$ cat config.mk
export PLATFORM = sky130hd
export DESIGN_NAME = fvhsv_hue_cell
export DESIGN_NICKNAME = d
export VERILOG_FILES = /design/src/rtl/fvhsv_pkg.sv /design/src/rtl/fvhsv_hue_cell.sv
export SDC_FILE = /design/constraint.sdc
export NUM_CORES = 1
export LEC_CHECK = 0
export ABC_AREA = 0
export BUFFER_PORTS_ARGS = -buffer_cell sky130_fd_sc_hd__buf_2
export CAP_MARGIN = 40
export CORE_ASPECT_RATIO = 1.4
export CORE_UTILIZATION = 35
export DETAILED_ROUTE_END_ITERATION = 8
export PLACE_DENSITY = 0.76
export SYNTH_ARGS = -nofsm -noshare
export SYNTH_HDL_FRONTEND = slang
export SYNTH_SLANG_ARGS = --single-unit
$ cat constraint.sdc
create_clock -name clk -period 1.67 [get_ports clk]
set_input_delay 0.0835 -clock clk [delete_from_list [all_inputs] [get_ports clk]]
set_output_delay 0.0835 -clock clk [all_outputs]
set_load 0.005 [all_outputs]
$ cat src/rtl/fvhsv_pkg.sv
`timescale 1ns / 1ps
// Shared constants, types and table functions of the flow to HSV color block.
package fvhsv_pkg;

    localparam int TAN_W = 30;
    localparam int TAN_STEPS = 22;
    localparam int CNT_W = 5;
    localparam logic [TAN_W-1:0] DEC_ONE = 30'd1000000000;

    // floor(x/30) for x below 7666: (x * 34953) >> 20
    localparam logic [15:0] DIV30_MUL = 16'd34953;
    localparam int DIV30_SHIFT = 20;

    localparam logic [7:0] VAL_MAX = 8'd255;
    localparam logic [7:0] HUE_QUAD = 8'd45;
    localparam logic [7:0] HUE_UPPER = 8'd22;
    localparam logic [4:0] SECTOR_SPAN = 5'd30;
    localparam logic [12:0] ROUND_HALF = 13'd15;

    typedef enum logic [2:0] {
        SEC_RED_GREEN  = 3'd0,
        SEC_GREEN_RED  = 3'd1,
        SEC_GREEN_BLUE = 3'd2,
        SEC_BLUE_GREEN = 3'd3,
        SEC_BLUE_RED   = 3'd4,
        SEC_RED_BLUE   = 3'd5
    } sector_t;

    // tan(2m degrees) scaled by 1e9
    function automatic logic [TAN_W-1:0] tan_coef(input int m);
        logic [TAN_W-1:0] c;
        unique case (m)
            1:  c = 30'd34920770;
            2:  c = 30'd69926812;
            3:  c = 30'd105104235;
            4:  c = 30'd140540835;
            5:  c = 30'd176326981;
            6:  c = 30'd212556562;
            7:  c = 30'd249328003;
            8:  c = 30'd286745386;
            9:  c = 30'd324919696;
            10: c = 30'd363970234;
            11: c = 30'd404026226;
            12: c = 30'd445228685;
            13: c = 30'd487732589;
            14: c = 30'd531709432;
            15: c = 30'd577350269;
            16: c = 30'd624869352;
            17: c = 30'd674508517;
            18: c = 30'd726542528;
            19: c = 30'd781285627;
            20: c = 30'd839099631;
            21: c = 30'd900404044;
            22: c = 30'd965688775;
            default: c = '0;
        endcase
        return c;
    endfunction

    function automatic logic [7:0] div30(input logic [12:0] x);
        logic [28:0] p;
        p = 29'(x) * 29'(DIV30_MUL);
        return p[DIV30_SHIFT+7:DIV30_SHIFT];
    endfunction

endpackage

$ cat src/rtl/fvhsv_hue_cell.sv
`timescale 1ns / 1ps
// One angle threshold test of the hue count, registered.
module fvhsv_hue_cell
    import fvhsv_pkg::*;
#(
    parameter int F = 16,
    parameter logic [29:0] TAN = 30'd0
) (
    input  logic               clk,
    input  logic [F-1:0]       a_in,
    input  logic [F+TAN_W-1:0] b_in,
    input  logic               lo_in,
    input  logic [CNT_W-1:0]   cnt_in,
    output logic [F-1:0]       a_out,
    output logic [F+TAN_W-1:0] b_out,
    output logic               lo_out,
    output logic [CNT_W-1:0]   cnt_out
);

    logic [F+TAN_W-1:0] prod;
    logic               hit;

    assign prod = (F+TAN_W)'(a_in) * (F+TAN_W)'(TAN);
    // below 45 deg: v*1e9 >= u*tan; above: u*1e9 <= v*tan
    assign hit  = lo_in ? (b_in >= prod) : (b_in <= prod);

    always_ff @(posedge clk)
    begin
        a_out   <= a_in;
        b_out   <= b_in;
        lo_out  <= lo_in;
        cnt_out <= cnt_in + CNT_W'(hit);
    end

endmodule

**After elaboration in Yosys (flattened, before gate mapping)**

Cells that the tools add are included.

- Input bits: 69
- Logic and storage cells: 8
- Output and inout port bits: 68
- Register bits: 68

- Magnitude comparators: 2
- Mux-type cells: 1
- Add/subtract/negate cells: 1

Operators with widths:

| kind | count |
|---|---|
| $ge 46x1->1 const B | 1 |
| $le 46x1->1 const B | 1 |
| $add 5x1->5 | 1 |
| $mux 1 | 1 |

**Depth between registers and ports, before layout**

- Word-level depth: 3
- Gate-level depth with buffers: 7
- Gate-level depth less buffers: 7

**Least setup slack after synthesis**

OpenSTA, ideal clock, no wires.

- Path type: input to register
- From: in b_in[2]
- To: reg cnt_out[4]
- Path slack: 0.302 ns
- Path buffers: 0
- Data required time: 1.552 ns
- Data arrival time: 1.250 ns
- Setup time: 0.118 ns
- Cell stages on the path: 7
- Cells stage by stage: nor4_1 nand4_1 o31ai_1 ha_1 ha_1 nand3_1 xnor2_1

- Longest elaborated chain between the ends: 3
- Elaborated cells on any way between the ends: 4
- Classes of those cells: 1 x add/sub; 2 x order compare; 1 x mux

RTL lines:

| what | line | source |
|---|---|---|
| start, declared | fvhsv_hue_cell.sv:11 | `input logic [F+TAN_W-1:0] b_in,` |
| $le 46x1->1 / $ge 46x1->1 (equally long branches) | fvhsv_hue_cell.sv:25 | `assign hit = lo_in ? (b_in >= prod) : (b_in <= prod);` |
| $mux 1 * | fvhsv_hue_cell.sv:25 |  |
| $add 5x1->5 * | fvhsv_hue_cell.sv:32 | `cnt_out <= cnt_in + CNT_W'(hit);` |
| end signal, assigned | fvhsv_hue_cell.sv:32 |  |
| end, declared | fvhsv_hue_cell.sv:17 | `output logic [CNT_W-1:0] cnt_out` |

Every way passes the cells marked *; elsewhere a longest branch is shown, timed or not.

**Worst setup path after layout**

- From: in b_in[17]
- To: reg cnt_out[4]

The elaborated chain is that of the path after synthesis.

==> results.md <==
* Status: finished, violations left
* Failing checks: DRC
* Crit-path cells: dlygate4sd3_1 > buf_2 > nor2_1 > nand4_1 > o31ai_2 > ha_2 > ha_4 > nand3_1 > xnor2_1
* Final Hold Vio Count at 0
* Fmax at 650 MHz
* Area Growth Syn to Fin at 108%
* FP Rows at 28
* Remaining antenna violation count at 0
* Total chip power at 3.37 mW
* Die X at 57.8 um
* IO Pins at 137
* Least-Margin Pin Slew at 0.328 ns
* Final global-route overflow total at 0
* Syn Inst Count at 92
* Slowest stage delay, CP at 0.53 ns
* Mapped Avg Cell Area at 16.6 um^2
* Final WL at 4890 um
* DRC Markers at 14
* Final non-filler cell total at 358
* DR vias/cell at 4.30
* PwrDens at 1060 nW/um^2
* Final setup fails at 0
* Starting DRT DRC Count at 43
* Register bit total from synthesis at 68
* N_diodes at 0
* Nature of the critical path endpoint: flop
* Synth Net Count at 163
* Share of cells above drive strength 1 at 0.498
* Largest net degree at the start of global routing at 12
* GP Congestion at 0.722
* Chip Height at 80.1 um
* Cts bufs inserted at 9
* CP delay by family, top: buffers and inverters
* Synth Warn # at 0
* First-pass DRT Iterations at 7
* Via count at 1540
* H-tree depth at 3
* Reg power frac at 0.516
* Max Cap Violations at 0
* Tot GR Track Use at 0.214
* First-pass GRT wire length at 7060 um
* Distinct cell type count after synthesis at 10
* RSZ-0062 raised after global routing: false
* Net switching power at 0.711 mW
* Setup TNS at 0 ns
* Cell total after placement at 275
* Core box area at 4200 um^2
* DIE AREA at 4630 um^2
* Share of the yosys chip area belonging to registers at 0.893
* CP bufs+invs at 2
* Fill cells at 268
* Root buffer cell: clkbuf_8
* Avg WL per Cell at 13.7 um
* Clock slew at reported path FFs at 0.07 ns
* IO buf count at 136
* VDD IR max at 805 uV
* Final min period at 1.54 ns
* Final nets at 380
* Switching share of power at 0.211
* Final Util at 0.754
* CP Class: in2reg
* Initial antenna violation count at 0
* Post-DP HPWL at 2760 um
* Setup slack after layout at 0.132 ns
* Combinational Power Share at 0.104
* Critical-path top delay cell: dlygate4sd3_1
* Hold Path Class: in2reg
* Clk pwr share at 0.380
* Vias in the first global route at 1568
* Starting Density at 0.363
* Fraction of the cycle the final worst path needs at 0.921
* CTS Buffer Depth at 2
* CP required at 1.89 ns
* CTS tree: yes
* Max-slew violations at 0
* DP Worst Slack at -0.129 ns
* Clock Sinks at 68
* P_int at 2.66 mW
* Critical Path AT at 1.75 ns
* CP Max Fanout at 2
* Rel. slew slack at 0.779
* Cell Area, Synth at 1530 um^2
* Pleak at 1.54 nW
* Crit start category: primary input
[worst min-delay path, cell delays in order]
cell,delay (ns)
buf_2,0.08
nor4_1,0.05
nand4_1,0.09
o31ai_2,0.07
ha_2,0.25
[state kept, by name (all words and copies together) (netlist names)]
register / count
lo_out: 1
a_out: 16
b_out: 46
cnt_out: 5
[kinds of logic (layout without fill, tap and decap cells)]
logic type / count (synthesis) / in the layout / synth area share
xor+xnor: 3 / 3 / 0.0172
buf+inv: 1 / 222 / 0.00246
fa+ha+maj: 2 / 2 / 0.0164
flops: 68 / 68 / 0.893
compound gates: 1 / 1 / 0.00492
simple gates: 17 / 17 / 0.0664
[area by class of cell]
type                            instances  area (um^2)  share of cell area
Clock inverter                          5         52.6              0.0166
Inverter                                1         3.75             0.00118
Clock buffer                           10          138              0.0434
Timing Repair Buffer                  206         1380               0.434
Multi-Input combinational cell         23          180              0.0569
Tap cell                               45         56.3              0.0178
Sequential cell                        68         1360               0.430
[cells in the final DEF (no fill, tap or decap), types with 2 or more instances in the layout]
master and instances:
buf_2 136, nand4_1 3, xnor2_1 2, clkbuf_8 10, nand3_1 2, nor4_1 11, clkinv_2 3, dlygate4sd3_1 68
buf_4 2, dfxtp_1 68
[routing by layer]
layer  up-vias  global-route usage  wire (um)
li1        751                   -          -
met1       695               0.198       1730
met2        92               0.402       2680
met3         2              0.0805        469
met4         0               0.100         16
met5         -                   0          0
[power groups by stage]
stage | Clock (mW) | Combinational [mW] | Sequential (mW)
CTS | 1.30 | 0.337 | 1.73
finish | 1.28 | 0.351 | 1.74
floorplan | 0 | 0.0144 | 1.79
global route | 1.37 | 0.379 | 1.74
global placement | 0 | 0.213 | 1.77
detailed placement | 0 | 0.216 | 1.77
[timing repair]
action	CTS	global route
endpoints found under the hold margin	68	0
hold buffers	68	0
setup endpoints to repair	0	1
setup buffers	0	0
gates resized for setup	0	4
[stage by stage]
step	instance area, um^2	hold WS [ns]
6_report	3170	0.347
5_1_grt	3170	0.367
4_1_cts	3150	0.326
3_5_place_dp	2280	0.188
3_3_place_gp	2280	0.186
2_1_floorplan	1530	0.111
[path summary, 6_finish.rpt]
path,from,endpoint,slack (ns),cells after the start
worst max-delay path,b_in[17],cnt_out[4],0.13,9
worst min-delay path,b_in[32],cnt_out[0],0.35,5
[Yosys cell counts, drive strengths merged]
library cell / instances / area share
dfxtp: 68 / 0.89
ha: 2 / 0.016
inv: 1 / 0.0025
nand3: 2 / 0.0066
nand4: 3 / 0.012
nor2: 1 / 0.0025
nor4: 11 / 0.045
o31ai: 1 / 0.0049
xnor2: 2 / 0.011
xor2: 1 / 0.0057
(Power assumes the default switching activity.)
