$ cat config.mk
export PLATFORM = sky130hd
export DESIGN_NAME = fvhsv_div_cell
export DESIGN_NICKNAME = d
export VERILOG_FILES = /design/src/rtl/fvhsv_div_cell.sv
export SDC_FILE = /design/constraint.sdc
export NUM_CORES = 1
export LEC_CHECK = 0
export BUFFER_PORTS_ARGS = -buffer_cell sky130_fd_sc_hd__buf_2
export CAP_MARGIN = 20
export CORE_ASPECT_RATIO = 0.9
export CORE_MARGIN = 5
export CORE_UTILIZATION = 48
export DETAILED_ROUTE_END_ITERATION = 16
export MAX_ROUTING_LAYER = met4
export PLACE_DENSITY = 0.77
export SKIP_LAST_GASP = 1
export SLEW_MARGIN = 20
export SYNTH_ARGS = -nofsm -noshare
export SYNTH_HDL_FRONTEND = slang
export SYNTH_SLANG_ARGS = --single-unit
$ cat constraint.sdc
create_clock -name clk -period 2.15 [get_ports clk]
set_input_delay 0.1075 -clock clk [delete_from_list [all_inputs] [get_ports clk]]
set_output_delay 0.1075 -clock clk [all_outputs]
set_load 0.005 [all_outputs]
$ cat src/rtl/fvhsv_div_cell.sv
`timescale 1ns / 1ps
// One quotient bit of the brightness division, registered.
module fvhsv_div_cell #(
    parameter int RW  = 24,
    parameter int BIT = 7
) (
    input  logic          clk,
    input  logic [RW-1:0] rem_in,
    input  logic [7:0]    q_in,
    input  logic [15:0]   divisor,
    output logic [RW-1:0] rem_out,
    output logic [7:0]    q_out
);

    localparam int CW = RW + 24;

    logic [CW-1:0] d_sh;
    logic [CW-1:0] r_ext;
    logic          ge;

    assign d_sh  = CW'(divisor) << BIT;
    assign r_ext = CW'(rem_in);
    assign ge    = (r_ext >= d_sh);

    always_ff @(posedge clk)
    begin
        rem_out <= ge ? RW'(r_ext - d_sh) : rem_in;
        q_out   <= {q_in[6:0], ge};
    end

endmodule

Word level (Yosys, flattened, before mapping)
Index checks and enable logic that the tools add are counted.
Word-level totals
  input port bits: 49
  register bits: 32
  ROM bits: 0
  output and inout bits: 32
  word-level logic and storage cells: 5
  bits in writable memories: 0
  bits in latches: 0
  memories: 0
Operators by class
  add/subtract/negate cells: 1
  mux-type cells: 1
  reductions and logical operators: 0
  shift operators: 0
  eq/ne operators: 0
  divide/modulo/power cells: 0
  multiply operators: 0
  bitwise operators: 0
  order comparisons: 1
Operators by type and width (count)
  24-bit by 23-bit greater-or-equal comparator with 1-bit output: 1
  24-bit two-way mux: 1
  24-bit by 23-bit subtractor with 24-bit output: 1

Depth between registers and ports, before layout
Gate-level depths: netlist of run 1.
  depth in word-level cells: 2
  gate-level depth with buffers: 10
  gate-level depth less buffers: 9

Worst setup path after synthesis of run 1
No wires, ideal clock.
  path type: input to register
  start point: input port divisor[6]
  end point: register rem_out[17]
  stages: 9
  slack: 0.204 ns
  required time: 2.029 ns
  path buffers: 2
  data arrival time: 1.824 ns
  setup time: 0.121 ns
  cell sequence: inv_1 -> ha_1 -> buf_6 -> nand4_1 -> nor4_1 -> nor3_2 -> o21ai_4 -> buf_6 -> mux2_4
On the way
  cells in the longest elaborated chain, start to end: 2
  elaborated cells between the ends (all ways): 3
  classes of those cells: add/sub: 1; order compare: 1; mux: 1
RTL lines
  from (decl): line 10  | input logic [15:0] divisor,
  24-bit by 23-bit greater-or-equal comparator with 1-bit output: line 23  | assign ge = (r_ext >= d_sh);
  named net ge: line 19  | logic ge;
  24-bit two-way mux: line 27  | rem_out <= ge ? RW'(r_ext - d_sh) : rem_in;
  to (signal assigned): line 27
  to (decl): line 11  | output logic [RW-1:0] rem_out,
The timed path passes the listed nets, and every way through them passes these cells.

Worst setup path after layout of run 1
  start point: input port rem_in[13]
  end point: register rem_out[16]
On the way
  cells in the longest elaborated chain, start to end: 2
  elaborated cells between the ends (all ways): 3
  classes of those cells: add/sub: 1; order compare: 1; mux: 1
RTL lines
  from (decl): line 8  | input logic [RW-1:0] rem_in,
  24-bit by 23-bit subtractor with 24-bit output or 24-bit by 23-bit greater-or-equal comparator with 1-bit output (tied branches): line 27, 23
  24-bit two-way mux (*): line 27
Mark *: on every way between the ends. The rest lies on a longest branch, timed or not.

==> impl_metrics.py, run 1 <==
metrics = {
    "routing": {
        "vias_per_cell": 5.12,
        "drt_iter0_markers": 91,
        "routed_wl_mm": 5.22,
        "drc": 0,
        "antenna_left": 0,
        "firstDrtPassIters": 8,
        "routedWlPerCell_um": 14.1,
        "via_count": 1893,
    },
    "yosys": {
        "synth_edf_count": 0,
        "yosys_most_used_dff": "dfxtp_1",
        "yosys.area.top_type_share": 0.338,
        "synth_warnings": 0,
        "synth.cell_area_sq_um": 1890,
        "ys_async_sr_fraction": 0,
        "yosysSeqAreaShare": 0.338,
        "synth_cells": 206,
        "avgSynthCellArea_sq_um": 9.19,
        "yosys.area.top_type": "dfxtp_1",
        "synthTopCellsByArea": "dfxtp_1 (34%), ha_1 (11%), mux2_2 (5.4%), inv_1 (4.4%), a21oi_1 (3.7%)",
        "syn_nets": 272,
        "ys_seq_elements": 32,
        "synthDistinctLibCells": 46,
    },
    "floorplanning": {
        "rows": 21,
        "io_pins": 81,
        "dieArea_sq_um": 5300,
        "start_util": 0.504,
        "die_x_um": 76.2,
        "die_y_um": 69.6,
        "core_sq_um": 3760,
    },
    "grt": {
        "antenna_found_initial": 0,
        "grt_pass1_vias": 1772,
        "grt_max_degree": 18,
        "grt_pass1_wl_mm": 8.51,
        "overflow": 0,
        "grt_usage": 0.201,
    },
    "sta": {
        "tightest_slew_ps": 656,
        "fin_crit_ps": 2020,
        "rsz0062_at_grt": "false",
        "postLayoutSetupSlackWorst_ps": 127,
        "whs_ps": 58.2,
        "fmax_mhz": 494,
        "period_share": 0.941,
        "max_slew_margin": 0.561,
        "slew_viol_final": 0,
        "setup_violations": 0,
        "fin_setup_tns_ps": 0,
        "final_hold_viol_count": 0,
    },
    "worst_hold_path": {
        "hold_path.class": "input pin to register",
        "worstHoldStart": "rem_in[10]",
        "whs_path_depth": 2,
    },
    "final_layout": {
        "stdcell_area_sq_um": 2700,
        "diodes": 0,
        "fin_nets": 389,
        "syn_to_final_growth_pct": 42.6,
        "drive_gt1_frac": 0.398,
    },
    "placed_design": {
        "globalplace.congestion": 0.854,
        "dp_worst_setup_slack_ps": -175,
        "dpl.hpwl_mm": 3.73,
        "dpl_cell_area_sq_um": 2470,
        "io_buffer_count": 79,
    },
    "critical_path": {
        "startpoint_type": "input pin",
        "crit_fanout": 17,
        "critical_path_class": "input pin to register",
        "crit_arrival_ps": 2190,
        "cp_data_required_time_ps": 2320,
        "worstSetupEndpointType": "register",
        "crit_start": "rem_in[13]",
    },
    "run_status": {
        "status": "finished, final reports clean",
    },
    "flow_run": {
        "cap_violations": 0,
    },
    "clock_network": {
        "cts.htree.levels": 2,
        "cts_tree": "built",
        "clk_pin_slew_ps": 80,
        "cts_sinks": 32,
        "post-cts-setup-buffer-count": 0,
        "clockBufferDepth": 2,
        "cts_buffers": 5,
        "cts_root_buffer": "clkbuf_8",
    },
    "power": {
        "ir_drop_mv": 0.319,
        "powerDensity_nw_per_um2": 646,
        "p_leak_uw": 0.00138,
        "power_uw": 1740,
    },
}
==> area by class of cell <==
cell class | instances | area (sq um)
clock buffer | 5 | 68.8
clock inverter | 3 | 18.8
fill | 296 | 1060
inverter | 22 | 82.6
multi-input combinational | 148 | 1140
sequential | 32 | 641
tap | 46 | 57.6
timing repair buffer | 114 | 693
==> per-stage QoR <==
step	util	instances
finish	0.719	370
global route	0.719	370
CTS	0.719	370
detailed placement	0.658	348
global placement	0.658	348
floorplan	-	206
==> critical path: stages <==
cell	delay, ps
buf_2	100
ha_1	350
nand4_1	170
nor4_1	410
nor3_2	100
o21ai_4	540
mux2_2	420
==> path summary, 6_finish.rpt <==
path,to
worst max-delay path,rem_out[16]
worst min-delay path,rem_out[10]
==> report_power, final <==
group / leakage [uW] / internal [uW] / switching (uW) / total (uW)
clock network: 0.0000479 / 225 / 232 / 457
registers: 0.000270 / 674 / 19.0 / 693
logic: 0.00106 / 321 / 273 / 594
==> state kept, by name, indices dropped and copies added (netlist names) <==
| signal | cells |
|---|---|
| rem_out | 24 |
| q_out | 8 |
==> metal layers <==
metal  wire length, um  GRT usage  vias up
met5                 0          -        -
met4                55     0.0466        0
met3               422     0.0584        7
met2              2420      0.312       78
met1              2310      0.259      848
li1                  -          -      960
==> layout by cell type, fill, tap and decap left out, types with 6 or more instances in the layout <==
cell,instances
a21oi_1,14
buf_2,79
buf_4,21
dfxtp_1,32
dlygate4sd3_1,14
ha_1,16
inv_1,22
mux2_2,9
nand2_1,14
nand3_1,6
nor2_1,11
o21ai_0,9
or3_1,6
==> timing repair <==
| action | in CTS | in global routing |
|---|---|---|
| setup endpoints to repair | 0 | 2 |
| hold endpoints to repair | 14 | 0 |
| gates resized for setup | 0 | 0 |
| hold buffers | 14 | 0 |
==> kinds of logic after synthesis <==
logic type	Yosys count	synth area share
mux	18	0.112
simple gates	61	0.168
compound gates	44	0.169
fa+ha+maj	17	0.116
buf+inv	26	0.0601
flops	32	0.338
xor+xnor	8	0.0370
==> cells in the mapped netlist, drive strengths merged, types with 2 or more instances <==
| cell | count |
|---|---|
| nor3 | 5 |
| nor2b | 4 |
| ha | 16 |
| xor2 | 3 |
| nor2 | 11 |
| nand3 | 6 |
| a21oi | 15 |
| or2 | 2 |
| o2111ai | 2 |
| xnor2 | 5 |
| a21boi | 2 |
| mux2i | 5 |
| buf | 3 |
| o211ai | 3 |
| dfxtp | 32 |
| inv | 22 |
| o21ai | 11 |
| or3 | 6 |
| nand2b | 5 |
| nor4 | 3 |
| a311oi | 3 |
| mux2 | 13 |
| nand2 | 14 |
Power figures use the tool's default switching activity.
==> run 2, diff against run 1 <==
Settings changed: CORE_UTILIZATION 48 to 51, PLACE_DENSITY 0.77 to 0.82.
Clock period 2.15 ns to 2.4 ns, I/O delays scaled along.
==> run 2 against run 1 <==
Net effect:
- clock power decreased by 4%
- combinational power shrank 18%
- critical path depth up 1
- non-clock buffer count is 19 lower
- clock-buffer cell count is 2 higher
- utilization down 1.6 points
==> impl_metrics.py, run 2 (same netlist as run 1, synthesis figures left out) <==
metrics = {
    "grt": {
        "grt_pass1_vias": 1708,
        "grtUsageMet1": 0.202,
        "use_met2": 0.317,
        "busiest_layer": "met2",
        "antenna_found_initial": 0,
        "grt_usage": 0.185,
        "overflow": 0,
        "met3_usage": 0.0565,
        "grt_max_degree": 11,
        "grt_pass1_wl_mm": 6.94,
    },
    "run_status": {
        "status": "finished, final reports clean",
    },
    "final_layout": {
        "largest_register_ffs": 24,
        "syn_to_final_growth_pct": 35.6,
        "final_common_cell": "buf_2",
        "top_regs": "rem_out (24), q_out (8)",
        "regArea_sq_um": 641,
        "fillers": 303,
        "multi_input_area_sq_um": 1140,
        "drive_gt1_frac": 0.359,
        "fin_nets": 370,
        "diodes": 0,
        "final_cell_mix": "buf_2 (79), dfxtp_1 (32), inv_1 (22)",
        "regMostFlops": "rem_out",
    },
    "critical_path": {
        "crit_arrival_ps": 2300,
        "cp_num_buf_inv": 3,
        "cp_data_required_time_ps": 2570,
        "cp_slowest_cell": "dlygate4sd3_1",
        "crit_family": "buffers and inverters",
        "slowest_delay_ps": 530,
        "worstSetupEndpointType": "register",
        "startpoint_type": "input pin",
        "crit_fanout": 10,
        "critical_path_class": "input pin to register",
        "path_cells": "dlygate4sd3_1, buf_2, or3_1, nor4_1, nor3_2, o21ai_4, buf_4, mux2_2",
    },
    "routing": {
        "drt_iter0_markers": 62,
        "routedWlPerCell_um": 12.7,
        "vias_per_cell": 5.16,
        "via_count": 1807,
        "routed_wl_mm": 4.45,
        "firstDrtPassIters": 4,
        "drc": 0,
        "antenna_left": 0,
    },
    "sta": {
        "fmax_mhz": 469,
        "fin_setup_tns_ps": 0,
        "slew_viol_final": 0,
        "tightest_slew_ps": 477,
        "whs_ps": 77.6,
        "final_hold_viol_count": 0,
        "fin_crit_ps": 2130,
        "postLayoutSetupSlackWorst_ps": 267,
        "setup_violations": 0,
        "rsz0062_at_grt": "false",
        "max_slew_margin": 0.682,
        "period_share": 0.889,
    },
    "worst_hold_path": {
        "whs_path_depth": 2,
        "holdPathEnd": "rem_out[10]",
        "hold_path.class": "input pin to register",
        "worstHoldStart": "rem_in[10]",
    },
    "flow_run": {
        "cap_violations": 0,
    },
    "clock_network": {
        "cts_buffers": 5,
        "cts.htree.levels": 2,
        "clockBufferDepth": 2,
        "cts_root_buffer": "clkbuf_8",
        "clk_pin_slew_ps": 70,
        "cts_sinks": 32,
        "cts_tree": "built",
        "cts_resized": 0,
    },
    "power": {
        "power_uw": 1550,
        "ir_drop_mv": 0.391,
        "p_leak_uw": 0.00129,
        "powerDensity_nw_per_um2": 603,
    },
    "placed_design": {
        "globalplace.congestion": 0.827,
        "dp_worst_setup_slack_ps": 156,
        "dpl.hpwl_mm": 3.43,
        "io_buffer_count": 79,
    },
    "floorplanning": {
        "die_y_um": 67.8,
        "core_sq_um": 3650,
        "rows": 21,
        "dieArea_sq_um": 5030,
        "die_x_um": 74.2,
        "start_util": 0.518,
        "io_pins": 81,
    },
}
## run 2: cell type report
type                            instances  share of cell area
Tap cell                               46              0.0224
Timing Repair Buffer                   95               0.215
Inverter                               22              0.0322
Multi-Input combinational cell        148               0.444
Sequential cell                        32               0.250
Clock buffer                            7              0.0375
## run 2: metal layers
| metal | share of wire | vias up |
|---|---|---|
| met3 | 0.083 | 11 |
| met5 | 0 | - |
| met2 | 0.48 | 63 |
| met1 | 0.42 | 808 |
| li1 | - | 925 |
| met4 | 0.020 | 0 |
## run 2: repair_timing
| action | in CTS | in global routing |
|---|---|---|
| buffers inserted | 0 | 0 |
| hold buffers | 14 | 0 |
| endpoints found under the hold margin | 14 | 0 |
## run 2: how the worst max path moves through the flow
stage / start / to / cells after the start
2_1_floorplan: divisor[6] / rem_out[17] / 9
3_3_place_gp: rem_in[7] / rem_out[23] / 10
3_5_place_dp: rem_in[7] / rem_out[19] / 10
4_1_cts: rem_in[0] / rem_out[16] / 8
5_1_grt: rem_in[3] / rem_out[16] / 9
6_report: rem_in[0] / rem_out[16] / 8
## run 2: stage by stage
step                instance area, sq um   util  std cells
detailed placement                  2330  0.638        329
floorplan                           1890      -        206
global route                        2570  0.703        350
global placement                    2330  0.638        329
finish                              2570  0.703        350
CTS                                 2570  0.703        350
## run 2: report_power, final
group | internal [uW] | switching (uW)
Sequential | 604 | 14.6
Combinational | 259 | 230
Clock | 255 | 184
Total | 1120 | 429
==> run 3, diff against run 2 <==
Settings changed: CORE_UTILIZATION 51 to 50, PLACE_DENSITY 0.82 to 0.8.
==> run 3 against run 2 <==
Net effect:
- global-route usage increased by 0.45 points
- via count down 0.17%
- sequential cell count did not move
- final cell count down 0.29%
- clock-buffer cell count decreased by 1
- non-clock buffer count down 1
- hold slack better by 5.8 ps
- cell area down 0.54%
- total power down 3.3%
==> impl_metrics.py, run 3 (same netlist as run 1, synthesis figures left out) <==
metrics = {
    "worst_hold_path": {
        "hold_path.class": "input pin to register",
        "worstHoldStart": "rem_in[18]",
        "holdPathEnd": "rem_out[18]",
        "whs_path_depth": 2,
    },
    "grt": {
        "antenna_found_initial": 0,
        "grt_max_degree": 19,
        "grt_pass1_wl_mm": 7.21,
        "grt_pass1_vias": 1673,
        "overflow": 0,
        "grt_usage": 0.190,
    },
    "final_layout": {
        "final_cells": 349,
        "final_cell_mix": "buf_2 (79), dfxtp_1 (32), inv_1 (22)",
        "regMostFlops": "rem_out",
        "fillers": 318,
        "diodes": 0,
        "fin_nets": 369,
        "final_common_cell": "buf_2",
        "syn_to_final_growth_pct": 34.8,
        "drive_gt1_frac": 0.353,
        "top_regs": "rem_out (24), q_out (8)",
        "fin_util": 0.694,
        "largest_register_ffs": 24,
    },
    "sta": {
        "final_hold_viol_count": 0,
        "fin_setup_tns_ps": 0,
        "slew_viol_final": 0,
        "fin_crit_ps": 2100,
        "fmax_mhz": 476,
        "max_slew_margin": 0.713,
        "tightest_slew_ps": 430,
        "whs_ps": 83.4,
        "setup_violations": 0,
        "period_share": 0.876,
        "rsz0062_at_grt": "false",
    },
    "placed_design": {
        "io_buffer_count": 79,
        "placed_cells": 328,
        "dpl.hpwl_mm": 3.37,
        "globalplace.congestion": 0.873,
    },
    "clock_network": {
        "cts_sinks": 32,
        "clockBufferDepth": 2,
        "post-cts-setup-buffer-count": 0,
        "cts_buffers": 5,
        "cts_tree": "built",
        "cts_root_buffer": "clkbuf_8",
        "cts.htree.levels": 2,
        "clk_pin_slew_ps": 70,
    },
    "routing": {
        "antenna_left": 0,
        "routedWlPerCell_um": 13.0,
        "via_count": 1804,
        "firstDrtPassIters": 4,
        "drt_iter0_markers": 59,
        "vias_per_cell": 5.17,
        "routed_wl_mm": 4.53,
        "drc": 0,
    },
    "critical_path": {
        "cp_slowest_cell": "dlygate4sd3_1",
        "path_cells": "dlygate4sd3_1, buf_2, or3_1, nor4_1, nor3_2, o21ai_4, buf_12, mux2_2",
        "worstSetupEndpointType": "register",
        "crit_arrival_ps": 2270,
        "cp_data_required_time_ps": 2570,
        "critical_path_class": "input pin to register",
        "slowest_delay_ps": 540,
        "crit_fanout": 18,
        "startpoint_type": "input pin",
    },
    "run_status": {
        "status": "finished, final reports clean",
    },
    "power": {
        "p_leak_uw": 0.00128,
        "ir_drop_mv": 0.397,
        "powerDensity_nw_per_um2": 586,
        "power_uw": 1500,
    },
    "floorplanning": {
        "core_sq_um": 3680,
        "rows": 21,
        "die_x_um": 74.9,
        "dieArea_sq_um": 5120,
        "start_util": 0.515,
        "die_y_um": 68.4,
        "io_pins": 81,
    },
    "flow_run": {
        "cap_violations": 0,
    },
}
==> run 3: cell count changes in the layout (fill, tap and decap cells not counted) <==
cell / previous run / this run
clkinv_2: 0 / 1
buf_12: 0 / 1
buf_4: 2 / 0
clkbuf_1: 0 / 1
clkbuf_8: 7 / 5
==> run 3: worst max-delay path, delay by kind of cell <==
kind	cells	cell delay [ps]
AND/OR/NAND/NOR	3	760
multiplexers	1	350
AO/OA/AOI/OAI	1	170
buffers and inverters	3	860
==> run 3: per-layer routing <==
layer	routed length (um)	global-route usage	part of all wire	vias up
met2	2100	0.323	0.46	75
met4	76	0.0467	0.017	0
li1	-	-	-	926
met5	0	-	0	-
met1	2000	0.226	0.44	797
met3	349	0.0441	0.077	6
==> run 3: final cells by class <==
| cell class | count | area, sq um | area share |
|---|---|---|---|
| clock inverter | 1 | 5.00 | 0.00196 |
| clock buffer | 6 | 72.6 | 0.0284 |
| multi-input combinational | 148 | 1140 | 0.446 |
| tap | 46 | 57.6 | 0.0225 |
| sequential | 32 | 641 | 0.251 |
| inverter | 22 | 82.6 | 0.0324 |
| timing repair buffer | 94 | 556 | 0.218 |
==> run 3: metrics by stage <==
stage,worst slack (ps),area (sq um)
finish,297,2550
global route,121,2550
CTS,269,2550
detailed placement,165,2330
global placement,200,2330
floorplan,442,1890
==> run 3: where the power goes <==
part	switching (uW)	total, uW	internal, uW
Combinational	231	492	261
Sequential	15.2	620	604
Clock	188	385	197
==> run 3: how the worst max path moves through the flow <==
stage	start	end	slack (ps)
6_report	rem_in[0]	rem_out[11]	300
3_3_place_gp	rem_in[7]	rem_out[19]	200
3_5_place_dp	rem_in[7]	rem_out[19]	170
2_1_floorplan	divisor[6]	rem_out[17]	440
5_1_grt	rem_in[3]	rem_out[11]	120
4_1_cts	rem_in[3]	rem_out[11]	270
==> run 3: what timing repair did <==
item | 4_1_cts | 5_1_grt
endpoints found under the hold margin | 14 | 0
resized for setup | 0 | 0
hold buffers | 14 | 0
