File: config.mk
export PLATFORM = sky130hd
export DESIGN_NAME = fvhsv_sqrt_cell
export DESIGN_NICKNAME = d
export VERILOG_FILES = /design/src/rtl/fvhsv_sqrt_cell.sv
export SDC_FILE = /design/constraint.sdc
export NUM_CORES = 1
export LEC_CHECK = 0
export BUFFER_PORTS_ARGS = -buffer_cell sky130_fd_sc_hd__buf_2
export CORE_MARGIN = 1
export CORE_UTILIZATION = 24
export DETAILED_ROUTE_END_ITERATION = 7
export PLACE_DENSITY = 0.53
export SETUP_SLACK_MARGIN = 0.1
export SYNTH_ARGS = -nofsm -noshare
export SYNTH_HDL_FRONTEND = slang
export SYNTH_SLANG_ARGS = --single-unit
File: constraint.sdc
create_clock -name clk -period 3.9 [get_ports clk]
set_clock_uncertainty 0.05 [all_clocks]
set_input_delay 0.78 -clock clk [delete_from_list [all_inputs] [get_ports clk]]
set_output_delay 0.78 -clock clk [all_outputs]
set_load 0.02 [all_outputs]
File: src/rtl/fvhsv_sqrt_cell.sv
`timescale 1ns / 1ps
// One digit of a restoring integer square root, registered.
module fvhsv_sqrt_cell #(
    parameter int W  = 48,
    parameter int NR = 24
) (
    input  logic          clk,
    input  logic [W-1:0]  n_in,
    input  logic [NR+1:0] rem_in,
    input  logic [NR-1:0] root_in,
    output logic [W-1:0]  n_out,
    output logic [NR+1:0] rem_out,
    output logic [NR-1:0] root_out
);

    logic [NR+1:0] rs;
    logic [NR+1:0] tr;
    logic          ge;

    // partial remainder stays below 2^NR, so the top two bits drop safely
    assign rs = {rem_in[NR-1:0], n_in[W-1:W-2]};
    assign tr = {root_in, 2'b01};
    assign ge = (rs >= tr);

    always_ff @(posedge clk)
    begin
        n_out    <= {n_in[W-3:0], 2'b00};
        rem_out  <= ge ? (rs - tr) : rs;
        root_out <= {root_in[NR-2:0], ge};
    end

endmodule

# [Word-level counts from Yosys, hierarchy flattened]
# Cells that the tools add are included.
# W data, S select, Z words.
[classes] magnitude_cmp=1 n_mux=1 add_sub_neg=1
[ops] operator="$ge A26 B26 Y1" n=1
[ops] operator="$mux W26" n=1
[ops] operator="$sub A26 B26 Y26" n=1
[totals] out_inout_bits=98 register_bits=96 input_bits=99

# [Logic depth before layout (Yosys ltp)]
# Gate-level depths: netlist (run 1).
[logic_depth] word_depth=2 mapped_depth=12 mapped_depth_nobuf=10

# [Least setup slack after synthesis (run 1)]
# OpenSTA, ideal clock, no wires.
[synth_timing] path_type="in2reg" from="input root_in[10]" to="register rem_out[24]" arrival_time_ns=3.018 setup_slack_ns=0.712 setup_ns=0.121 path_stages=11 n_path_buf=2 cell_sequence="inv_1 -> ha_1 -> buf_2 -> nand4_1 -> nor4_2 -> o311ai_1 -> a31oi_1 -> o2111ai_1 -> a31oi_4 -> buf_6 -> mux2_2"
[synth_between] elab_chain_cells=2 word_cells_on_any_way=3 cone_classes="1 x add/sub; 1 x order compare; 1 x mux"
[synth_lines] item="from (decl)" line="10" rtl="input logic [NR-1:0] root_in,"
[synth_lines] item="$sub A26 B26 Y26 or $ge A26 B26 Y1 (tied branches)" line="28, 23"
[synth_lines] item="$mux W26 (*)" line="28" rtl="rem_out <= ge ? (rs - tr) : rs;"
[synth_lines] item="to (signal assigned)" line="28"
[synth_lines] item="to (decl)" line="12" rtl="output logic [NR+1:0] rem_out,"
# Every way passes the cells marked *; elsewhere a longest branch is shown, timed or not.

# [Final worst setup path (run 1)]
[layout_timing] from="input root_in[2]" to="register rem_out[21]"
# The elaborated chain is that of the path after synthesis.

==> run_results.csv, run 1 <==
group,metric,value,unit
cells_and_area,design_area,0.005187,mm^2
grt,grt_pass1_vias,3118,
grt,grt_use_total,0.1208,
synthesis,muxShareOfSynthArea,0.02396,
clock_tree,path_clk_slew,0.08,ns
grt,antenna_found_initial,1,
placement,dp_hpwl,7.755,mm
power_and_ir_drop,power_frac_seq,0.432,
floorplanning,dieHeight,126.3,um
synthesis,synthXorXnorAreaFrac,0.04961,
grt,grt_overflow,0,
detailed_routing,dr.first_iter.drc_count,123,
setup_path,worstPathRequired,4.10,ns
power_and_ir_drop,cell_internal_pwr,1751,uW
power_and_ir_drop,p_clk_frac,0.335,
clock_tree,cts-hold-fix-buffers,0,
synthesis,synth-seq-cells,96,
power_and_ir_drop,switchingPower,765.2,uW
detailed_routing,via_per_inst,4.335,
hold_path,hold_class,"in2reg",
synthesis,synth_compound_area_frac,0.1650,
floorplanning,die-area,0.01595,mm^2
floorplanning,pin_count,197,
power_and_ir_drop,powerDensity,485.0,mW/mm^2
clock_tree,cts_made_buffers,9,
synthesis,synthSimpleGateAreaFrac,0.09652,
placement,gp_congestion,0.7333,
power_and_ir_drop,vdd_drop_max,0.1859,mV
synthesis,ys_warn_count,0,
clock_tree,cts_root_buf,"clkbuf_16",
detailed_routing,drc_errors,0,
sta,grt_setup_unrepaired,"false",
floorplanning,core-area,0.01515,mm^2
run_status,status,"complete, no violations",
setup_path,cp.arrival,3.44,ns
synthesis,synthFlopType,"dfxtp_1",
sta,finalSetupViolations,0,
sta,min_period,3.239,ns
synthesis,synth-edff-count,0,
cells_and_area,area_growth,39.93,%
detailed_routing,wirelength,9.552,mm
cells_and_area,fin_nets,687,
cells_and_area,diodes,0,
grt,grt_max_degree,32,
setup_path,end_kind,"flip-flop",
setup_path,start_kind,"input port",
floorplanning,rows,45,
synthesis,syn-cell-area,0.003707,mm^2
detailed_routing,antenna_left,0,
clock_tree,clock_sinks,96,
setup_path,crit_type,"in2reg",
setup_path,path_max_fanout,5,
detailed_routing,via_count,3273,
power_and_ir_drop,leakage,0.002597,uW
grt,grt_first_pass_wirelength,14.91,mm
placement,dpl_cell_area,0.004908,mm^2
sta,finalHoldViolations,0,
clock_tree,post_cts.repair.setup_buffers,0,
synthesis,synth_cell_type_count,51,
floorplanning,initial_core_util,0.2448,
placement,io_buffers,192,
clock_tree,htree_num_levels,3,
synthesis,synthAdderAreaFrac,0.08775,
sta,slew_violations,0,
clock_tree,clk_path_buf_depth,2,
synthesis,syn_area_per_cell,10.24,um^2
synthesis,async_flop_share,0,
synthesis,synth_top_family_by_area,"compound AO/OA/AOI/OAI gates",
clock_tree,cts_tree,"yes",
sta,min_period_over_period,0.8305,
power_and_ir_drop,power.share.switching,0.3042,
clock_tree,ctsResizeCount,0,
synthesis,netlist_instances,362,
sta,tns,0,ns
sta,fmax,308.7,MHz
synthesis,seq_area_frac_synth,0.5184,
job,maxCapViolations,0,
detailed_routing,first_pass_iters,4,
floorplanning,dieWidth,126.3,um
power_and_ir_drop,p_comb_frac,0.232,
cells_and_area,fill_cells,1563,
detailed_routing,detail_route.wl_per_cell,12.65,um
cells_and_area,drive_above_1_share,0.4180,
==> power by group through the flow <==
stage,clock network [uW],registers (uW),logic (uW)
final,844,1090,585
after CTS,888,1090,593
after global placement,0,1110,586
after floorplan,0,1230,264
after global routing,924,1090,641
after detailed placement,0,1110,588
==> registers in the layout, summed over array words and instances, names as in the netlist <==
signal    count
n_out        46
root_out     24
rem_out      26
==> worst max-delay path, stage by stage <==
cell and delay [ns]:
buf_2 0.09, inv_1 0.04, ha_1 0.22, or3_1 0.40, o22ai_2 0.24, o32ai_2 0.19
o41ai_2 0.47, o2111ai_2 0.26, nor3b_1 0.21, or3_1 0.30, a31o_2 0.23
==> final timing paths <==
check | start | cells past startpoint | end
worst min-delay path | n_in[29] | 1 | n_out[31]$_DFF_P_
worst max-delay path | root_in[2] | 11 | rem_out[21]$_DFF_P_
==> cells in the mapped netlist, drive strengths merged (3+ instances only) <==
cell,instances,area share
and3,3,0.0051
o21a,3,0.0061
clkbuf,5,0.0054
nand2,7,0.0071
nand4,5,0.0084
nand3,7,0.0094
xnor2,15,0.035
a21o,12,0.025
a21oi,34,0.046
inv,36,0.036
a211oi,3,0.0061
or2,4,0.0067
nor2b,4,0.0067
buf,8,0.016
mux2,7,0.021
xor2,6,0.014
o21ai,10,0.014
a31oi,11,0.023
dfxtp,96,0.52
ha,26,0.088
nor2,29,0.029
==> through the flow <==
step | total power, uW | util | hold WS (ns) | setup WS (ns) | cells
2_1_floorplan | 1492 | - | 0.7577 | 0.7117 | 363
3_3_place_gp | 1695 | 0.3241 | 0.8333 | 0.3292 | 739
3_5_place_dp | 1699 | 0.3241 | 0.8343 | 0.3057 | 739
4_1_cts | 2570 | 0.3425 | 0.4545 | 0.6858 | 755
5_1_grt | 2659 | 0.3425 | 0.4540 | 0.5325 | 755
6_report | 2516 | 0.3425 | 0.4744 | 0.6611 | 755
==> cell families (layout without fill, tap and decap cells) <==
group                    count (synthesis)  after routing
flip-flops                              96             96
other                                    1              2
AND/OR/NAND/NOR                         71             71
XOR/XNOR                                21             21
buffers and inverters                   49            253
adder cells (fa/ha/maj)                 26             26
AO/OA/AOI/OAI                           90             90
multiplexers                             8              8
==> routing by layer <==
| layer | up-vias | track usage | wire length, um |
|---|---|---|---|
| met5 | - | 0 | 13 |
| met4 | 2 | 0.04890 | 98 |
| met3 | 12 | 0.04885 | 752 |
| met2 | 144 | 0.2054 | 4593 |
| met1 | 1474 | 0.1338 | 4093 |
| li1 | 1641 | - | - |
==> cell type report <==
class,instances,area (um^2),share of cell area
well taps,188,235.2,0.04534
multi-input cells,218,1575,0.3037
repair buffers,201,1041,0.2007
clock buffers,10,229.0,0.04414
flip-flops and latches,96,1922,0.3705
inverters,36,135.1,0.02605
clock inverters,6,50.05,0.009648
==> layout by cell type, fill, tap and decap left out, drive strengths merged, types with 2 or more instances in the layout <==
| master | n |
|---|---|
| xnor2 | 15 |
| ha | 26 |
| or2 | 4 |
| nand4 | 5 |
| and2 | 2 |
| nor2b | 4 |
| inv | 40 |
| nor2 | 29 |
| nor3 | 2 |
| a211oi | 3 |
| nor3b | 2 |
| o2111ai | 2 |
| o21a | 3 |
| nand3 | 7 |
| nand2 | 7 |
| a21oi | 34 |
| a21o | 12 |
| xor2 | 6 |
| a21boi | 2 |
| o21ai | 10 |
| mux2 | 7 |
| o31a | 2 |
| conb | 2 |
| clkinvlp | 2 |
| o21bai | 2 |
| or3 | 2 |
| buf | 201 |
| a31oi | 11 |
| clkbuf | 10 |
| and3 | 3 |
| dfxtp | 96 |
Power figures use the tool's default switching activity.
==> run 2: changes to the inputs <==
--- a/config.mk
+++ b/config.mk
@@ -5,11 +5,12 @@
 export SDC_FILE = /design/constraint.sdc
 export NUM_CORES = 1
 export LEC_CHECK = 0
+export ABC_AREA = 1
 export BUFFER_PORTS_ARGS = -buffer_cell sky130_fd_sc_hd__buf_2
 export CORE_MARGIN = 1
 export CORE_UTILIZATION = 24
 export DETAILED_ROUTE_END_ITERATION = 7
-export PLACE_DENSITY = 0.53
+export PLACE_DENSITY = 0.51
 export SETUP_SLACK_MARGIN = 0.1
 export SYNTH_ARGS = -nofsm -noshare
 export SYNTH_HDL_FRONTEND = slang
==> constraint.sdc (replaced) <==
create_clock -name clk -period 3.25 [get_ports clk]
set_clock_uncertainty 0.05 [all_clocks]
set_input_delay 0.65 -clock clk [delete_from_list [all_inputs] [get_ports clk]]
set_output_delay 0.65 -clock clk [all_outputs]
set_load 0.02 [all_outputs]
==> run_results.csv, run 2 <==
group,metric,value,unit
power_and_ir_drop,power.share.switching,0.3198,
setup_path,path_cells,"buf_2, inv_1, ha_1, nand2_1, nor2_1, nand2_1, nor2_2, nand2_4, nand3_4, buf_4, nand3_1, nand2_1",
setup_path,critPathSlowestCell,"ha_1",
cells_and_area,final_common_cell,"nand2_1",
setup_path,cp.arrival,2.59,ns
clock_tree,path_clk_slew,0.07,ns
cells_and_area,largest_registers,"n_out: 46 flops, rem_out: 26 flops, root_out: 24 flops",
clock_tree,cts_root_buf,"clkbuf_16",
clock_tree,htree_num_levels,3,
floorplanning,rows,49,
synthesis,netlist_instances,605,
synthesis,synthFlopType,"dfxtp_1",
power_and_ir_drop,switchingPower,1017,uW
grt,use_met3,0.03914,
floorplanning,die-area,0.01905,mm^2
setup_path,worstPathRequired,3.50,ns
synthesis,syn-cell-area,0.004439,mm^2
clock_tree,cts-hold-fix-buffers,0,
placement,dp_hpwl,10.31,mm
floorplanning,initial_core_util,0.2463,
sta,finalHoldViolations,0,
cells_and_area,area_growth,34.50,%
cells_and_area,mostFrequentLayoutCells,"nand2_1, buf_2, inv_1",
synthesis,netlist.area_leader.share,0.4329,
power_and_ir_drop,power_frac_seq,0.411,
placement,gp_congestion,0.8416,
grt,top_usage_layer,"met2",
grt,grtUsageMet2,0.2284,
synthesis,synth_common_cells,"nand2_1, inv_1, dfxtp_1",
power_and_ir_drop,total_power,3179,uW
sta,min_period,2.346,ns
synthesis,ys_warn_count,0,
clock_tree,cts_tree,"yes",
clock_tree,clock_sinks,96,
job,maxCapViolations,0,
detailed_routing,first_pass_iters,4,
detailed_routing,antenna_left,0,
placement,io_buffers,192,
synthesis,syn_area_per_cell,7.338,um^2
setup_path,end_kind,"flip-flop",
sta,finalSetupViolations,0,
setup_path,path_max_fanout,17,
clock_tree,clk_path_buf_depth,2,
power_and_ir_drop,leakage,0.003466,uW
detailed_routing,via_count,4135,
detailed_routing,drc_errors,0,
synthesis,synth-seq-cells,96,
sta,fmax,426.3,MHz
setup_path,path_common_cell,"nand2_1",
synthesis,synth_cell_type_count,31,
grt,grt_pass1_vias,4094,
detailed_routing,detail_route.wl_per_cell,12.12,um
grt,antenna_found_initial,0,
grt,grt_overflow,0,
detailed_routing,wirelength,12.60,mm
synthesis,yosysMostFrequentCell,"nand2_1",
detailed_routing,via_per_inst,3.980,
clock_tree,cts_made_buffers,9,
floorplanning,pin_count,197,
synthesis,async_flop_share,0,
setup_path,crit_type,"in2reg",
power_and_ir_drop,p_comb_frac,0.241,
hold_path,hold_class,"in2reg",
sta,tns,0,ns
cells_and_area,fin_nets,930,
setup_path,critPathMaxStageDelay,0.35,ns
floorplanning,dieWidth,138.0,um
clock_tree,ctsResizeCount,0,
sta,slew_violations,0,
cells_and_area,regMostFlops,"n_out",
cells_and_area,largest_reg_flops,46,
sta,grt_setup_unrepaired,"false",
grt,grtUsageMet1,0.1665,
grt,grt_first_pass_wirelength,20.31,mm
setup_path,start_kind,"input port",
sta,min_period_over_period,0.7219,
synthesis,synth_top_cell_by_area,"dfxtp_1",
floorplanning,core-area,0.01802,mm^2
synthesis,seq_area_frac_synth,0.4329,
synthesis,synth-edff-count,0,
floorplanning,dieHeight,138.0,um
synthesis,synthTopCellsByArea,"dfxtp_1, nand2_1, inv_1, ha_1, nand4_1",
detailed_routing,dr.first_iter.drc_count,174,
cells_and_area,drive_above_1_share,0.2938,
clock_tree,post_cts.repair.setup_buffers,0,
power_and_ir_drop,p_clk_frac,0.348,
power_and_ir_drop,cell_internal_pwr,2163,uW
power_and_ir_drop,vdd_drop_max,0.2489,mV
power_and_ir_drop,powerDensity,532.5,mW/mm^2
grt,grt_use_total,0.1361,
cells_and_area,diodes,0,
run_status,status,"complete, no violations",
grt,grt_max_degree,21,
-- run 2: path summary, 6_finish.rpt --
check	slack, ns	startpoint	cells past startpoint	endpoint
max	0.90	root_in[19]	12	rem_out[19]$_DFF_P_
min	0.34	n_in[34]	1	n_out[36]$_DFF_P_
-- run 2: logic make-up after synthesis --
| group | share of synthesized area |
|---|---|
| AO/OA/AOI/OAI | 0.04200 |
| XOR/XNOR | 0.02762 |
| adder cells (fa/ha/maj) | 0.07328 |
| buffers and inverters | 0.1229 |
| flip-flops | 0.4329 |
| other | 0.0008447 |
| AND/OR/NAND/NOR | 0.3005 |
-- run 2: power by group through the flow --
stage	Combinational, uW	Sequential [uW]	Clock [uW]
6_report	765	1310	1110
5_1_grt	854	1320	1210
4_1_cts	777	1310	1160
3_5_place_dp	774	1330	0
3_3_place_gp	774	1330	0
2_1_floorplan	366	1480	0
-- run 2: area by class of cell --
| type | count | area, um^2 |
|---|---|---|
| Clock buffer | 9 | 225.2 |
| Clock inverter | 7 | 86.33 |
| Fill cell | 2016 | 12050 |
| Inverter | 129 | 484.2 |
| Multi-Input combinational cell | 373 | 1976 |
| Sequential cell | 96 | 1922 |
| Tap cell | 229 | 286.5 |
| Timing Repair Buffer | 196 | 991.0 |
-- run 2: routing by layer --
| metal | part of all wire | vias to the layer above |
|---|---|---|
| met1 | 0.46 | 1757 |
| met5 | 0 | - |
| met2 | 0.46 | 138 |
| met4 | 0.014 | 0 |
| li1 | - | 2227 |
| met3 | 0.065 | 13 |
-- run 2: worst max-delay path: cells and delay by family --
kind | cells | cell delay, ns
buffers and inverters | 3 | 0.37
adders and majority gates | 1 | 0.35
and+or+nand+nor | 8 | 1.22
-- run 2: through the flow --
stage | area [um^2] | hold WS (ns) | setup WS (ns) | util | instances
3_5_place_dp | 5659 | 0.7036 | 0.5015 | 0.3140 | 1023
4_1_cts | 5971 | 0.3271 | 0.8699 | 0.3313 | 1039
2_1_floorplan | 4443 | 0.6277 | 1.058 | - | 606
3_3_place_gp | 5659 | 0.7024 | 0.4983 | 0.3140 | 1023
6_report | 5971 | 0.3406 | 0.9040 | 0.3313 | 1039
5_1_grt | 5971 | 0.3203 | 0.6565 | 0.3313 | 1039
==> run 3: changes to the inputs <==
==> constraint.sdc (replaced) <==
create_clock -name clk -period 2.2 [get_ports clk]
set_clock_uncertainty 0.05 [all_clocks]
set_input_delay 0.44 -clock clk [delete_from_list [all_inputs] [get_ports clk]]
set_output_delay 0.44 -clock clk [all_outputs]
set_load 0.02 [all_outputs]
==> run_results.csv, run 3 (synthesis gave the netlist of run 2 again) <==
group,metric,value,unit
setup_path,critPathBufInv,3,
clock_tree,htree_num_levels,3,
cells_and_area,area_growth,40.73,%
setup_path,path_max_fanout,20,
detailed_routing,via_count,4260,
setup_path,path_common_cell,"nand2_1",
detailed_routing,antenna_left,0,
power_and_ir_drop,p_comb_frac,0.261,
power_and_ir_drop,powerDensity,750.2,mW/mm^2
clock_tree,clock_sinks,96,
power_and_ir_drop,p_clk_frac,0.328,
power_and_ir_drop,vdd_drop_max,0.3701,mV
sta,whs,0.1320,ns
sta,min_period_over_period,0.8428,
detailed_routing,wirelength,12.95,mm
cells_and_area,diodes,0,
grt,grt_overflow,0,
detailed_routing,dr.first_iter.drc_count,141,
cells_and_area,regMostFlops,"n_out",
cells_and_area,seqCellArea,0.001922,mm^2
floorplanning,core-area,0.01802,mm^2
clock_tree,cts_made_buffers,9,
power_and_ir_drop,leakage,0.003644,uW
floorplanning,dieWidth,138.0,um
cells_and_area,fin_nets,967,
sta,fmax,539.4,MHz
clock_tree,cts_tree,"yes",
setup_path,worstPathRequired,2.43,ns
grt,grt_use_total,0.1399,
floorplanning,rows,49,
grt,grt_pass1_vias,4152,
power_and_ir_drop,power_frac_seq,0.411,
setup_path,cp_top_family,"simple AND/OR/NAND/NOR gates",
cells_and_area,largest_registers,"n_out: 46 flops, rem_out: 26 flops, root_out: 24 flops",
floorplanning,pin_count,197,
power_and_ir_drop,switchingPower,1530,uW
floorplanning,die-area,0.01905,mm^2
setup_path,critPathMaxStageDelay,0.34,ns
setup_path,cp.arrival,2.09,ns
setup_path,crit_type,"in2reg",
floorplanning,dieHeight,138.0,um
sta,finalSetupViolations,0,
sta,min_period,1.854,ns
placement,io_buffers,192,
clock_tree,clk_path_buf_depth,2,
setup_path,path_cells,"buf_2, inv_1, ha_1, nand2_1, nor2_2, nand2_1, nor2_2, nand3_4, nand3_4, buf_12, nand2_1, o21ai_1",
floorplanning,initial_core_util,0.2463,
grt,grt_max_degree,21,
cells_and_area,multi_input_area,0.001976,mm^2
cells_and_area,largest_reg_flops,46,
detailed_routing,drc_errors,0,
cells_and_area,fill_cells,1992,
cells_and_area,final_common_cell,"nand2_1",
placement,dp_hpwl,10.72,mm
job,maxCapViolations,0,
detailed_routing,via_per_inst,3.959,
power_and_ir_drop,power.share.switching,0.3265,
detailed_routing,first_pass_iters,4,
run_status,status,"complete, no violations",
detailed_routing,detail_route.wl_per_cell,12.04,um
clock_tree,path_clk_slew,0.07,ns
grt,antenna_found_initial,0,
clock_tree,cts_root_buf,"clkbuf_16",
placement,numPlacedInstances,1060,
setup_path,start_kind,"input port",
power_and_ir_drop,cell_internal_pwr,3156,uW
clock_tree,ctsResizeCount,0,
placement,gp_congestion,0.8853,
cells_and_area,mostFrequentLayoutCells,"nand2_1, buf_2, inv_1",
hold_path,hold_class,"in2reg",
cells_and_area,drive_above_1_share,0.3247,
sta,grt_setup_unrepaired,"false",
sta,finalHoldViolations,0,
clock_tree,cts-hold-fix-buffers,0,
sta,slew_violations,0,
setup_path,end_kind,"flip-flop",
setup_path,critPathSlowestCell,"ha_1",
clock_tree,post_cts.repair.setup_buffers,0,
grt,grt_first_pass_wirelength,20.88,mm
cells_and_area,final_cells,1076,
-- run 3: cell count changes in the layout (fill, tap and decap cells not counted) --
cell | before | now
inv_8 | 0 | 1
clkinv_8 | 1 | 0
bufinv_16 | 1 | 0
clkinv_4 | 1 | 2
buf_4 | 4 | 39
buf_12 | 0 | 2
-- run 3: cell type report --
class,count,share of cell area
Sequential cell,96,0.3076
Clock inverter,7,0.009613
Inverter,129,0.07751
Tap cell,229,0.04586
Multi-Input combinational cell,373,0.3162
Clock buffer,9,0.03605
Timing Repair Buffer,233,0.2071
-- run 3: power by group through the flow --
stage | Combinational (uW) | Sequential, uW | Clock [uW]
finish | 1220 | 1930 | 1540
global route | 1360 | 1940 | 1680
detailed placement | 1240 | 1970 | 0
floorplan | 541 | 2180 | 0
global placement | 1240 | 1970 | 0
CTS | 1240 | 1930 | 1620
-- run 3: per-layer routing --
metal	vias to the layer above	wire length [um]	GRT usage
met3	8	796	0.03637
met1	1820	6132	0.1754
met2	139	5860	0.2329
met5	-	0	0
li1	2293	-	-
met4	0	163	0.04511
-- run 3: final timing paths --
| path | from | end | slack, ns | cells after the start |
|---|---|---|---|---|
| setup / recovery | root_in[16] | rem_out[10]$_DFF_P_ | 0.35 | 12 |
| hold / removal | n_in[39] | n_out[41]$_DFF_P_ | 0.13 | 1 |
-- run 3: stage by stage --
step	power, uW	area (um^2)	setup TNS [ns]	util	setup WS (ns)
6_report	4687	6247	0	0.3466	0.3459
5_1_grt	4987	6247	0	0.3466	0.1880
4_1_cts	4789	6247	0	0.3466	0.3366
3_5_place_dp	3206	5962	-0.09150	0.3308	-0.03194
3_3_place_gp	3203	5962	-0.02604	0.3308	-0.006810
2_1_floorplan	2721	4443	0	-	0.2180
